===== src/rtl/pipr_pkg.sv =====
package pipr_pkg;

  localparam int MAX_VERTICES = 64;
  localparam int VADDR_W      = $clog2(MAX_VERTICES);
  localparam int VCNT_W       = $clog2(MAX_VERTICES + 1);
  localparam int COORD_W      = 17;
  localparam int CROSS_W      = 7;
  localparam int PROD_W       = 38;

  typedef enum logic [1:0] {
    KIND_CLEAR  = 2'd0,
    KIND_APPEND = 2'd1,
    KIND_QUERY  = 2'd2
  } kind_t;

  typedef enum logic [1:0] {
    ST_OK   = 2'd0,
    ST_FEW  = 2'd1,
    ST_DROP = 2'd2
  } status_t;

  typedef enum logic {
    CFG_RAY_END_Y = 1'b0,
    CFG_EDGE_TOL  = 1'b1
  } cfg_index_t;

  typedef enum logic [3:0] {
    OP_NONE,
    OP_START,
    OP_FIRST,
    OP_LOAD,
    OP_CLOSE,
    OP_DIFF,
    OP_M1,
    OP_M2,
    OP_M3,
    OP_NORM,
    OP_MLO,
    OP_MHI,
    OP_CMP,
    OP_EMIT
  } op_t;

  typedef enum logic [3:0] {
    S_IDLE,
    S_FIRST,
    S_LOAD,
    S_CLOSE,
    S_DIFF,
    S_M1,
    S_M2,
    S_M3,
    S_NORM,
    S_MLO,
    S_MHI,
    S_CMP,
    S_DONE
  } state_t;

  typedef struct packed {
    op_t     op;
    status_t status;
    logic    few;
  } cmd_t;

endpackage


===== src/rtl/pipr_ram.sv =====
module pipr_ram #(
  parameter int WIDTH = 8,
  parameter int DEPTH = 64
) (
  input  logic                     clk,
  input  logic                     we,
  input  logic [$clog2(DEPTH)-1:0] waddr,
  input  logic [WIDTH-1:0]         wdata,
  input  logic [$clog2(DEPTH)-1:0] raddr,
  output logic [WIDTH-1:0]         rdata
);

  logic [WIDTH-1:0] mem [DEPTH];

  always_ff @(posedge clk) begin
    if (we) begin
      mem[waddr] <= wdata;
    end
    rdata <= mem[raddr];
  end

endmodule


===== src/rtl/pipr_ctrl.sv =====
module pipr_ctrl (
  input  logic                         clk,
  input  logic                         rst,
  input  logic                         in_valid,
  output logic                         in_ready,
  input  logic [1:0]                   kind,
  output logic                         out_valid,
  input  logic                         out_ready,
  output pipr_pkg::cmd_t               cmd,
  output logic                         we,
  output logic [pipr_pkg::VADDR_W-1:0] waddr,
  output logic [pipr_pkg::VADDR_W-1:0] raddr
);

  localparam logic [pipr_pkg::VCNT_W-1:0] VCNT_MAX =
    pipr_pkg::VCNT_W'(pipr_pkg::MAX_VERTICES);
  localparam logic [pipr_pkg::VCNT_W-1:0] VCNT_ONE = pipr_pkg::VCNT_W'(1);
  localparam logic [pipr_pkg::VCNT_W-1:0] VCNT_TWO = pipr_pkg::VCNT_W'(2);

  pipr_pkg::state_t            state, state_next;
  logic [pipr_pkg::VCNT_W-1:0] vcount, vcount_next;
  logic [pipr_pkg::VCNT_W-1:0] idx, idx_next;
  logic                        dropped, dropped_next;
  logic                        few, few_next;
  logic                        closing, closing_next;
  logic                        emit;

  always_ff @(posedge clk) begin
    if (rst) begin
      state     <= pipr_pkg::S_IDLE;
      vcount    <= '0;
      idx       <= '0;
      dropped   <= 1'b0;
      few       <= 1'b0;
      closing   <= 1'b0;
      out_valid <= 1'b0;
    end else begin
      state   <= state_next;
      vcount  <= vcount_next;
      idx     <= idx_next;
      dropped <= dropped_next;
      few     <= few_next;
      closing <= closing_next;
      if (emit) begin
        out_valid <= 1'b1;
      end else if (out_ready) begin
        out_valid <= 1'b0;
      end
    end
  end

  always_comb begin
    state_next   = state;
    vcount_next  = vcount;
    idx_next     = idx;
    dropped_next = dropped;
    few_next     = few;
    closing_next = closing;
    in_ready     = 1'b0;
    we           = 1'b0;
    waddr        = vcount[pipr_pkg::VADDR_W-1:0];
    raddr        = idx[pipr_pkg::VADDR_W-1:0];
    emit         = 1'b0;
    cmd.op       = pipr_pkg::OP_NONE;
    cmd.few      = few;
    if (few) begin
      cmd.status = pipr_pkg::ST_FEW;
    end else if (dropped) begin
      cmd.status = pipr_pkg::ST_DROP;
    end else begin
      cmd.status = pipr_pkg::ST_OK;
    end

    unique case (state)
      pipr_pkg::S_IDLE: begin
        in_ready = 1'b1;
        raddr    = '0;
        if (in_valid) begin
          unique case (kind)
            pipr_pkg::KIND_CLEAR: begin
              vcount_next  = '0;
              dropped_next = 1'b0;
            end
            pipr_pkg::KIND_APPEND: begin
              if (vcount < VCNT_MAX) begin
                we          = 1'b1;
                vcount_next = vcount + 1'b1;
              end else begin
                dropped_next = 1'b1;
              end
            end
            pipr_pkg::KIND_QUERY: begin
              if (vcount < VCNT_TWO) begin
                few_next   = 1'b1;
                state_next = pipr_pkg::S_DONE;
              end else begin
                few_next     = 1'b0;
                closing_next = 1'b0;
                idx_next     = VCNT_ONE;
                cmd.op       = pipr_pkg::OP_START;
                state_next   = pipr_pkg::S_FIRST;
              end
            end
            default: ;
          endcase
        end
      end
      pipr_pkg::S_FIRST: begin
        cmd.op     = pipr_pkg::OP_FIRST;
        state_next = pipr_pkg::S_LOAD;
      end
      pipr_pkg::S_LOAD: begin
        cmd.op     = pipr_pkg::OP_LOAD;
        idx_next   = idx + 1'b1;
        state_next = pipr_pkg::S_DIFF;
      end
      pipr_pkg::S_CLOSE: begin
        cmd.op       = pipr_pkg::OP_CLOSE;
        closing_next = 1'b1;
        state_next   = pipr_pkg::S_DIFF;
      end
      pipr_pkg::S_DIFF: begin
        cmd.op     = pipr_pkg::OP_DIFF;
        state_next = pipr_pkg::S_M1;
      end
      pipr_pkg::S_M1: begin
        cmd.op     = pipr_pkg::OP_M1;
        state_next = pipr_pkg::S_M2;
      end
      pipr_pkg::S_M2: begin
        cmd.op     = pipr_pkg::OP_M2;
        state_next = pipr_pkg::S_M3;
      end
      pipr_pkg::S_M3: begin
        cmd.op     = pipr_pkg::OP_M3;
        state_next = pipr_pkg::S_NORM;
      end
      pipr_pkg::S_NORM: begin
        cmd.op     = pipr_pkg::OP_NORM;
        state_next = pipr_pkg::S_MLO;
      end
      pipr_pkg::S_MLO: begin
        cmd.op     = pipr_pkg::OP_MLO;
        state_next = pipr_pkg::S_MHI;
      end
      pipr_pkg::S_MHI: begin
        cmd.op     = pipr_pkg::OP_MHI;
        state_next = pipr_pkg::S_CMP;
      end
      pipr_pkg::S_CMP: begin
        cmd.op = pipr_pkg::OP_CMP;
        if (closing) begin
          state_next = pipr_pkg::S_DONE;
        end else if (idx == vcount) begin
          state_next = pipr_pkg::S_CLOSE;
        end else begin
          // read address goes out now, data lands for the load step
          state_next = pipr_pkg::S_LOAD;
        end
      end
      pipr_pkg::S_DONE: begin
        if (!out_valid || out_ready) begin
          emit       = 1'b1;
          cmd.op     = pipr_pkg::OP_EMIT;
          state_next = pipr_pkg::S_IDLE;
        end
      end
      default: state_next = pipr_pkg::S_IDLE;
    endcase
  end

  a_count_bound: assert property (@(posedge clk) disable iff (rst)
    vcount <= VCNT_MAX)
    else $error("vertex count above capacity");

  a_walk_needs_edge: assert property (@(posedge clk) disable iff (rst)
    (state != pipr_pkg::S_IDLE && state != pipr_pkg::S_DONE) |-> vcount >= VCNT_TWO)
    else $error("edge walk with fewer than two vertices");

  a_idx_bound: assert property (@(posedge clk) disable iff (rst)
    (state != pipr_pkg::S_IDLE && state != pipr_pkg::S_DONE) |-> idx <= vcount)
    else $error("walk index past vertex count");

  a_drop_when_full: assert property (@(posedge clk) disable iff (rst)
    $rose(dropped) |-> $past(vcount) == VCNT_MAX)
    else $error("drop flagged with room left");

endmodule


===== src/rtl/pipr_dp.sv =====
module pipr_dp (
  input  logic                                clk,
  input  pipr_pkg::cmd_t                      cmd,
  input  logic signed [pipr_pkg::COORD_W-1:0] x,
  input  logic signed [pipr_pkg::COORD_W-1:0] y,
  input  logic [15:0]                         ray_end_y,
  input  logic [7:0]                          edge_tolerance,
  input  logic [2*pipr_pkg::COORD_W-1:0]      rdata,
  output logic                                inside_res,
  output logic [pipr_pkg::CROSS_W-1:0]        crossings,
  output logic [1:0]                          status
);

  localparam int CW = pipr_pkg::COORD_W;
  localparam int PW = pipr_pkg::PROD_W;

  logic signed [CW-1:0]   px, py, fx, fy, ax, ay, bx, by;
  logic signed [CW-1:0]   rx, ry;
  logic signed [CW:0]     a2, den;
  logic signed [CW+1:0]   lo, hi, dena;
  logic                   skip;
  logic signed [PW-1:0]   acc, num, plo, phi, prod;
  logic signed [CW+1:0]   opa, opb;
  logic [pipr_pkg::CROSS_W-1:0] xcount;

  // edge setup terms
  logic signed [CW:0]   py_e, rey_e, ay_e, by_e, ax_e, bx_e, px_e;
  logic signed [CW:0]   mn1, mx1, mn2, mx2, mnx, mxx;
  logic signed [CW+1:0] tol_e, lo1, hi1, lo2, hi2, xlo, xhi, px_w;

  assign rx = $signed(rdata[2*CW-1:CW]);
  assign ry = $signed(rdata[CW-1:0]);

  always_comb begin
    py_e  = {py[CW-1], py};
    rey_e = $signed({2'b00, ray_end_y});
    ay_e  = {ay[CW-1], ay};
    by_e  = {by[CW-1], by};
    ax_e  = {ax[CW-1], ax};
    bx_e  = {bx[CW-1], bx};
    px_e  = {px[CW-1], px};
    tol_e = $signed({{(CW+2-8){1'b0}}, edge_tolerance});
    mn1   = (py_e < rey_e) ? py_e : rey_e;
    mx1   = (py_e > rey_e) ? py_e : rey_e;
    mn2   = (ay_e < by_e) ? ay_e : by_e;
    mx2   = (ay_e > by_e) ? ay_e : by_e;
    mnx   = (ax_e < bx_e) ? ax_e : bx_e;
    mxx   = (ax_e > bx_e) ? ax_e : bx_e;
    lo1   = {mn1[CW], mn1} - tol_e;
    hi1   = {mx1[CW], mx1} + tol_e;
    lo2   = {mn2[CW], mn2} - tol_e;
    hi2   = {mx2[CW], mx2} + tol_e;
    xlo   = {mnx[CW], mnx} - tol_e;
    xhi   = {mxx[CW], mxx} + tol_e;
    px_w  = {px_e[CW], px_e};
  end

  // shared multiplier, operands picked by step
  always_comb begin
    unique case (cmd.op)
      pipr_pkg::OP_M1: begin
        opa = {{2{ax[CW-1]}}, ax};
        opb = {{2{by[CW-1]}}, by};
      end
      pipr_pkg::OP_M2: begin
        opa = {{2{bx[CW-1]}}, bx};
        opb = {{2{ay[CW-1]}}, ay};
      end
      pipr_pkg::OP_M3: begin
        opa = {{2{px[CW-1]}}, px};
        opb = {a2[CW], a2};
      end
      pipr_pkg::OP_MLO: begin
        opa = lo;
        opb = dena;
      end
      pipr_pkg::OP_MHI: begin
        opa = hi;
        opb = dena;
      end
      default: begin
        opa = '0;
        opb = '0;
      end
    endcase
    prod = opa * opb;
  end

  always_ff @(posedge clk) begin
    unique case (cmd.op)
      pipr_pkg::OP_START: begin
        px     <= x;
        py     <= y;
        xcount <= '0;
      end
      pipr_pkg::OP_FIRST: begin
        fx <= rx;
        fy <= ry;
        bx <= rx;
        by <= ry;
      end
      pipr_pkg::OP_LOAD: begin
        ax <= bx;
        ay <= by;
        bx <= rx;
        by <= ry;
      end
      pipr_pkg::OP_CLOSE: begin
        ax <= bx;
        ay <= by;
        bx <= fx;
        by <= fy;
      end
      pipr_pkg::OP_DIFF: begin
        a2   <= by_e - ay_e;
        den  <= ax_e - bx_e;
        lo   <= (lo1 > lo2) ? lo1 : lo2;
        hi   <= (hi1 < hi2) ? hi1 : hi2;
        skip <= (rey_e == py_e) || (ax == bx) || (px_w < xlo) || (px_w > xhi);
      end
      pipr_pkg::OP_M1: acc <= prod;
      pipr_pkg::OP_M2: acc <= acc - prod;
      pipr_pkg::OP_M3: acc <= acc - prod;
      pipr_pkg::OP_NORM: begin
        if (den[CW]) begin
          num  <= -acc;
          dena <= -{den[CW], den};
        end else begin
          num  <= acc;
          dena <= {den[CW], den};
        end
      end
      pipr_pkg::OP_MLO: plo <= prod;
      pipr_pkg::OP_MHI: phi <= prod;
      pipr_pkg::OP_CMP: begin
        if (!skip && plo <= num && num <= phi) begin
          xcount <= xcount + 1'b1;
        end
      end
      pipr_pkg::OP_EMIT: begin
        inside_res <= cmd.few ? 1'b0 : xcount[0];
        crossings  <= cmd.few ? '0 : xcount;
        status     <= cmd.status;
      end
      default: ;
    endcase
  end

endmodule


===== src/rtl/point_in_polygon_ray_cast.sv =====
// Point-in-polygon test by vertical ray casting. Vertices are appended one per
// transfer (kind 1) into a 64-entry outline RAM; kind 0 clears the outline and
// the drop flag, kind 2 queries a point. A query walks every edge including the
// closing one through a single shared 19x19 multiplier; each edge runs the
// load (or close), difference, multiply, normalise, bound-multiply and compare
// steps in turn. Fewer than two vertices give status 1 at once. Results sit in
// an output register, so the next transfer is taken while a result waits.
// Configuration: index 0 ray_end_y, index 1 edge_tolerance. The user must see
// that these are written only while idle; the block does not enforce it.
module point_in_polygon_ray_cast (
  input  logic                                clk,
  input  logic                                rst,
  input  logic                                in_valid,
  output logic                                in_ready,
  input  logic [1:0]                          kind,
  input  logic signed [pipr_pkg::COORD_W-1:0] x,
  input  logic signed [pipr_pkg::COORD_W-1:0] y,
  output logic                                out_valid,
  input  logic                                out_ready,
  output logic                                inside_res,
  output logic [pipr_pkg::CROSS_W-1:0]        crossings,
  output logic [1:0]                          status,
  input  logic                                cfg_valid,
  output logic                                cfg_ready,
  input  logic                                cfg_index,
  input  logic [15:0]                         cfg_data
);

  logic [15:0] ray_end_y;
  logic [7:0]  edge_tolerance;

  pipr_pkg::cmd_t                       cmd;
  logic                                 we;
  logic [pipr_pkg::VADDR_W-1:0]         waddr, raddr;
  logic [2*pipr_pkg::COORD_W-1:0]       rdata;

  assign cfg_ready = 1'b1;

  always_ff @(posedge clk) begin
    if (rst) begin
      ray_end_y      <= '0;
      edge_tolerance <= 8'd2;
    end else if (cfg_valid) begin
      unique case (cfg_index)
        pipr_pkg::CFG_RAY_END_Y: ray_end_y      <= cfg_data;
        pipr_pkg::CFG_EDGE_TOL:  edge_tolerance <= cfg_data[7:0];
        default: ;
      endcase
    end
  end

  pipr_ctrl u_ctrl (
    .clk       (clk),
    .rst       (rst),
    .in_valid  (in_valid),
    .in_ready  (in_ready),
    .kind      (kind),
    .out_valid (out_valid),
    .out_ready (out_ready),
    .cmd       (cmd),
    .we        (we),
    .waddr     (waddr),
    .raddr     (raddr)
  );

  pipr_ram #(
    .WIDTH (2 * pipr_pkg::COORD_W),
    .DEPTH (pipr_pkg::MAX_VERTICES)
  ) u_ram (
    .clk   (clk),
    .we    (we),
    .waddr (waddr),
    .wdata ({x, y}),
    .raddr (raddr),
    .rdata (rdata)
  );

  pipr_dp u_dp (
    .clk            (clk),
    .cmd            (cmd),
    .x              (x),
    .y              (y),
    .ray_end_y      (ray_end_y),
    .edge_tolerance (edge_tolerance),
    .rdata          (rdata),
    .inside_res     (inside_res),
    .crossings      (crossings),
    .status         (status)
  );

endmodule

===== config.mk =====
export PLATFORM = sky130hd
export DESIGN_NAME = point_in_polygon_ray_cast
export DESIGN_NICKNAME = d
export VERILOG_FILES = /design/src/rtl/pipr_pkg.sv /design/src/rtl/pipr_ram.sv /design/src/rtl/pipr_ctrl.sv /design/src/rtl/pipr_dp.sv /design/src/rtl/point_in_polygon_ray_cast.sv
export SDC_FILE = /design/constraint.sdc
export NUM_CORES = 2
export LEC_CHECK = 0
export ABC_AREA = 0
export ABC_CLOCK_PERIOD_IN_PS = 19850
export CAP_MARGIN = 20
export CORE_MARGIN = 3
export CORE_UTILIZATION = 65
export DETAILED_ROUTE_END_ITERATION = 8
export DONT_BUFFER_PORTS = 1
export GPL_ROUTABILITY_DRIVEN = 0
export PLACE_DENSITY_LB_ADDON = 0.3
export SETUP_SLACK_MARGIN = 0.3
export SYNTH_ARGS = -nofsm -noshare
export SYNTH_HDL_FRONTEND = slang
export SYNTH_SLANG_ARGS = --single-unit

===== constraint.sdc =====
create_clock -name clk -period 19.85 [get_ports clk]
set_input_delay 1.985 -clock clk [delete_from_list [all_inputs] [get_ports clk]]
set_output_delay 1.985 -clock clk [all_outputs]
set_load 0.02 [all_outputs]

==> report_table.html <==
<table>
<tr><th>Metric</th><th>Value</th></tr>
<tr><th colspan="2">Synth</th></tr>
<tr><td>Fraction of registers with async set/reset</td><td>0%</td></tr>
<tr><td>Most frequently used cell type in the post-synthesis netlist</td><td>sky130_fd_sc_hd__edfxtp_1</td></tr>
<tr><td>Most instantiated flip-flop cell in the synthesis netlist</td><td>sky130_fd_sc_hd__edfxtp_1</td></tr>
<tr><td>Top cell type by total area after synthesis</td><td>sky130_fd_sc_hd__edfxtp_1</td></tr>
<tr><td>Most common library cells after synthesis</td><td>2574 x sky130_fd_sc_hd__edfxtp_1, 1633 x sky130_fd_sc_hd__nand2_1, 1235 x sky130_fd_sc_hd__o21ai_0, 882 x sky130_fd_sc_hd__nand3_1, 690 x sky130_fd_sc_hd__inv_1</td></tr>
<tr><td>Number of enable flip-flop cells after synthesis</td><td>2574</td></tr>
<tr><td>Sequential fraction of the synthesis area</td><td>a little over 60%</td></tr>
<tr><td>Area of the mapped netlist</td><td>approximately 130000 sq um</td></tr>
<tr><td>FF+latch count, synth</td><td>about 2.7k</td></tr>
<tr><td>Cells taking the most area after synthesis</td><td>sky130_fd_sc_hd__edfxtp_1 60%, sky130_fd_sc_hd__fa_1 5.8%, sky130_fd_sc_hd__o21ai_0 4.8%, sky130_fd_sc_hd__nand2_1 4.7%, sky130_fd_sc_hd__ha_1 3.8%</td></tr>
<tr><td>Post-synthesis instance total</td><td>10.8k</td></tr>
<tr><td>Mean instance size in the synthesized netlist</td><td>12.0 sq um</td></tr>
<tr><td>Number of different library cells in the post-synthesis netlist</td><td>107</td></tr>
<tr><td>Yosys Warn Count</td><td>0</td></tr>
<tr><td>Syn nets</td><td>11.6k</td></tr>
<tr><td>Share of the synthesized area in the top cell type</td><td>59.5%</td></tr>
<tr><th colspan="2">Clocking</th></tr>
<tr><td>Root Buffer</td><td>sky130_fd_sc_hd__clkbuf_16</td></tr>
<tr><td>Clock insertion delay at the later pin of the skew report</td><td>0.96 ns</td></tr>
<tr><td>Buffer depth of the longest clock path</td><td>4</td></tr>
<tr><td>Setup Fix Bufs, Post-CTS</td><td>0</td></tr>
<tr><td>Cts bufs inserted</td><td>285</td></tr>
<tr><td>Register clock-pin slew on the reported worst setup and hold paths</td><td>0.06 ns</td></tr>
<tr><td>CTS H-tree depth</td><td>5</td></tr>
<tr><td>Clock sink count</td><td>2654</td></tr>
<tr><td># resized after CTS</td><td>0</td></tr>
<tr><td>Clock tree from TritonCTS</td><td>yes</td></tr>
<tr><td>Post-CTS Hold Fix Bufs</td><td>0</td></tr>
<tr><th colspan="2">Timing</th></tr>
<tr><td>Final Setup Violations</td><td>0</td></tr>
<tr><td>Final period utilization</td><td>~62%</td></tr>
<tr><td>Final-report hold violation count</td><td>0</td></tr>
<tr><td>TNS Setup</td><td>0 ns</td></tr>
<tr><td>Slew at the pin with the worst max-slew slack</td><td>between 1 and 1.5 ns</td></tr>
<tr><td>Setup repair after global routing missed its margin</td><td>no</td></tr>
<tr><td>Fmax achieved</td><td>80.8 MHz</td></tr>
<tr><td>Post-layout worst setup margin</td><td>7.48 ns</td></tr>
<tr><td>Slew Limit Fails</td><td>0</td></tr>
<tr><td>Worst-case clock skew</td><td>about 0.090 ns</td></tr>
<tr><td>Max-Slew Margin vs Limit</td><td>24.9%</td></tr>
<tr><td>Post-route minimum period</td><td>12.37 ns</td></tr>
<tr><th colspan="2">Finish</th></tr>
<tr><td>Sequential Area</td><td>~79000 sq um</td></tr>
<tr><td>Net count reported at finish</td><td>11.5k</td></tr>
<tr><td>Relative area change from synthesis to final layout</td><td>8.92%</td></tr>
<tr><td>Share of final-layout standard cells stronger than drive strength 1</td><td>6.86%</td></tr>
<tr><td>Multi-input gate area in the final layout</td><td>46700 sq um</td></tr>
<tr><td>Non-Filler Cell Area, Final</td><td>141000 sq um</td></tr>
<tr><td>Non-filler cells in the finished layout</td><td>around 13k</td></tr>
<tr><td>Number of fill cells</td><td>between 10k and 15k</td></tr>
<tr><th colspan="2">Routing</th></tr>
<tr><td>Number of DRC violations after detailed-routing iteration 0</td><td>roughly 13k</td></tr>
<tr><td>WL/cell</td><td>roughly 27 um</td></tr>
<tr><td>Final WL</td><td>about 360000 um</td></tr>
<tr><td>Remaining routing DRC violations</td><td>189</td></tr>
<tr><td>Post-DRT Antenna Nets</td><td>0</td></tr>
<tr><td>Overall via count from detail_route</td><td>89.7k</td></tr>
<tr><td>Number of vias per cell</td><td>~6.7</td></tr>
<tr><td>Iteration count of the initial detailed-routing pass</td><td>9</td></tr>
<tr><th colspan="2">GRT</th></tr>
<tr><td>Number of antenna violations at the first check in global routing</td><td>18</td></tr>
<tr><td>Vias in the first global route</td><td>88.7k</td></tr>
<tr><td>Global router's overall resource usage</td><td>35.1%</td></tr>
<tr><td>Total global routing overflow</td><td>0</td></tr>
<tr><td>Maximum number of pins on one net before global-route repair</td><td>195</td></tr>
<tr><td>First-pass GRT wire length</td><td>540000 um</td></tr>
<tr><th colspan="2">Floorplan</th></tr>
<tr><td># IOs</td><td>71</td></tr>
<tr><td>Die Width</td><td>roughly 450 um</td></tr>
<tr><td>Core area</td><td>198000 sq um</td></tr>
<tr><td>Starting density of the core</td><td>between 60% and 70%</td></tr>
<tr><td>Rows</td><td>between 150 and 200</td></tr>
<tr><td>Die outline area</td><td>205000 sq um</td></tr>
<tr><td>Die Y-Extent</td><td>between 400 and 500 um</td></tr>
<tr><th colspan="2">Power</th></tr>
<tr><td>Internal Pwr Total</td><td>around 10 mW</td></tr>
<tr><td>Sequential Power Share</td><td>47.6%</td></tr>
<tr><td>Peak supply drop</td><td>98.4 uV</td></tr>
<tr><td>Power density cells</td><td>99.0 nW/um^2</td></tr>
<tr><td>Total power of the final layout</td><td>14.0 mW</td></tr>
<tr><td>Combinational fraction of design power</td><td>16.6%</td></tr>
<tr><td>Fraction of power consumed by the clock network</td><td>35.9%</td></tr>
<tr><td>Reported net switching power</td><td>3.84 mW</td></tr>
<tr><td>Leakage power</td><td>51.0 nW</td></tr>
<tr><td>Net switching fraction of the power</td><td>27.4%</td></tr>
<tr><th colspan="2">Worst setup path</th></tr>
<tr><td>Worst Path Arrival</td><td>12.98 ns</td></tr>
<tr><td>Slowest CP cell</td><td>sky130_fd_sc_hd__nor2_4</td></tr>
<tr><td>Worst Path Buf+Inv</td><td>6</td></tr>
<tr><td>Kind of launch point of the worst setup path</td><td>flip-flop</td></tr>
<tr><td>Launch point of the critical path</td><td>u_ctrl.state[2]</td></tr>
<tr><td>Worst reg2reg startpoint</td><td>u_ctrl.state[2]</td></tr>
<tr><td>Family with the most delay on the worst path</td><td>adder cells</td></tr>
<tr><td>Worst setup EP type</td><td>flip-flop</td></tr>
<tr><td>Largest stage delay, worst path</td><td>0.92 ns</td></tr>
<tr><td>Cell type with the highest occurrence count on the critical path</td><td>sky130_fd_sc_hd__fa_1</td></tr>
<tr><td>Category of the most critical setup path</td><td>flip-flop to flip-flop</td></tr>
<tr><td>Critical path peak fanout</td><td>37</td></tr>
<tr><td>Data required time at the worst endpoint</td><td>about 20 ns</td></tr>
<tr><th colspan="2">Placed design</th></tr>
<tr><td>Placed Cells</td><td>13.0k</td></tr>
<tr><td>Setup slack after placement</td><td>7.75 ns</td></tr>
<tr><td>Total of buffers placed on input and output ports</td><td>0</td></tr>
<tr><td>Final HPWL DP</td><td>roughly 220000 um</td></tr>
<tr><td>Placed cell area</td><td>between 100000 and 150000 sq um</td></tr>
<tr><th colspan="2">Hold path</th></tr>
<tr><td>Path class of the lowest-slack min-delay path</td><td>flip-flop to flip-flop</td></tr>
<tr><td>Hold_sp</td><td>u_ram.rdata[12]</td></tr>
<tr><th colspan="2">Job</th></tr>
<tr><td>Max-Cap Viols</td><td>0</td></tr>
<tr><th colspan="2">Run status</th></tr>
<tr><td>Outcome</td><td>finished with violations</td></tr>
<tr><td>Violated checks</td><td>design-rule violations</td></tr>
</table>
-- power groups by stage --
stage                     registers, mW  clock network [mW]  logic, mW
after floorplan                    6.62                   0       1.63
after CTS                          6.64                5.04       2.27
after global placement             6.75                   0       2.15
final                              6.66                5.02       2.32
after global routing               6.66                5.26       2.54
after detailed placement           6.75                   0       2.24
-- cells in the final DEF, fill, tap and decap left out, types with 75 or more instances in the layout --
master                      instances
sky130_fd_sc_hd__nand2_1         1627
sky130_fd_sc_hd__xor2_1            92
sky130_fd_sc_hd__buf_4            145
sky130_fd_sc_hd__ha_1             394
sky130_fd_sc_hd__edfxtp_1        2574
sky130_fd_sc_hd__fa_1             378
sky130_fd_sc_hd__xnor2_1          188
sky130_fd_sc_hd__dfxtp_1           79
sky130_fd_sc_hd__a21o_1           102
sky130_fd_sc_hd__nand4_1           75
sky130_fd_sc_hd__a21oi_1          214
sky130_fd_sc_hd__o211ai_1         252
sky130_fd_sc_hd__o21ai_0         1234
sky130_fd_sc_hd__inv_1            690
sky130_fd_sc_hd__mux2i_1          319
sky130_fd_sc_hd__nand3_1          882
sky130_fd_sc_hd__clkbuf_16        290
sky130_fd_sc_hd__nor2_1           323
-- path summary, 6_finish.rpt --
kind                  endpoint  slack [ns]  depth (start not counted)
setup reg to reg  u_dp.acc[34]        7.48                         37
hold / removal     u_dp.fy[12]        0.43                          0
setup / recovery  u_dp.acc[34]        7.48                         37
hold reg to reg    u_dp.fy[12]        0.43                          0
-- logic make-up (layout without fill, tap and decap cells) --
kind of cell	Yosys count	after routing	share of synthesized area, %
compound gates	2110	2110	9.61
xor+xnor	282	282	1.92
fa+ha+maj	779	779	9.68
buf+inv	1300	1326	3.77
flops	2654	2654	60.7
mux	380	380	2.99
other cells	2	15	0.00578
simple gates	3309	3309	11.3
-- area by class of cell --
type                    instances  share of cell area, %
flip-flops and latches       2654                   55.8
multi-input cells            6862                   33.0
clock buffers                 356                   5.36
well taps                    2640                   2.33
inverters                     692                   1.84
repair buffers                155                  0.904
clock inverters               123                  0.748
diodes                         13                 0.0230
-- layer usage --
metal,GRT usage [%],vias to the layer above,share of wire (%)
met5,0,-,0.032
met4,20.8,8,6.7
met3,8.31,1415,12
met2,55.4,6292,47
met1,44.7,43500,34
li1,-,38500,-
-- state kept, by name, indices dropped and copies added, names as in the netlist, 18 cells and up --
| signal | flops |
|---|---|
| u_ram.mem | 2176 |
| u_dp.lo | 19 |
| u_ram.rdata | 34 |
| u_dp.a2 | 18 |
| u_dp.acc | 38 |
| u_dp.den | 18 |
| u_dp.phi | 38 |
| u_dp.hi | 19 |
| u_dp.dena | 19 |
| u_dp.num | 38 |
| u_dp.plo | 38 |
-- through the flow --
stage               util, %  hold slack, ns
floorplan                 -           0.404
global placement       67.0           0.415
detailed placement     67.0           0.417
CTS                    71.4           0.429
global route           71.4           0.442
finish                 71.4           0.431
-- worst register-to-register path, delay by kind of cell, from the launching register on --
kind | cells | cell delay (ns)
fa+ha+maj | 9 | 4.34
simple gates | 10 | 2.57
xor+xnor | 2 | 0.43
flops | 1 | 0.56
compound gates | 10 | 3.82
buf+inv | 6 | 0.36
(Power assumes the default switching activity.)
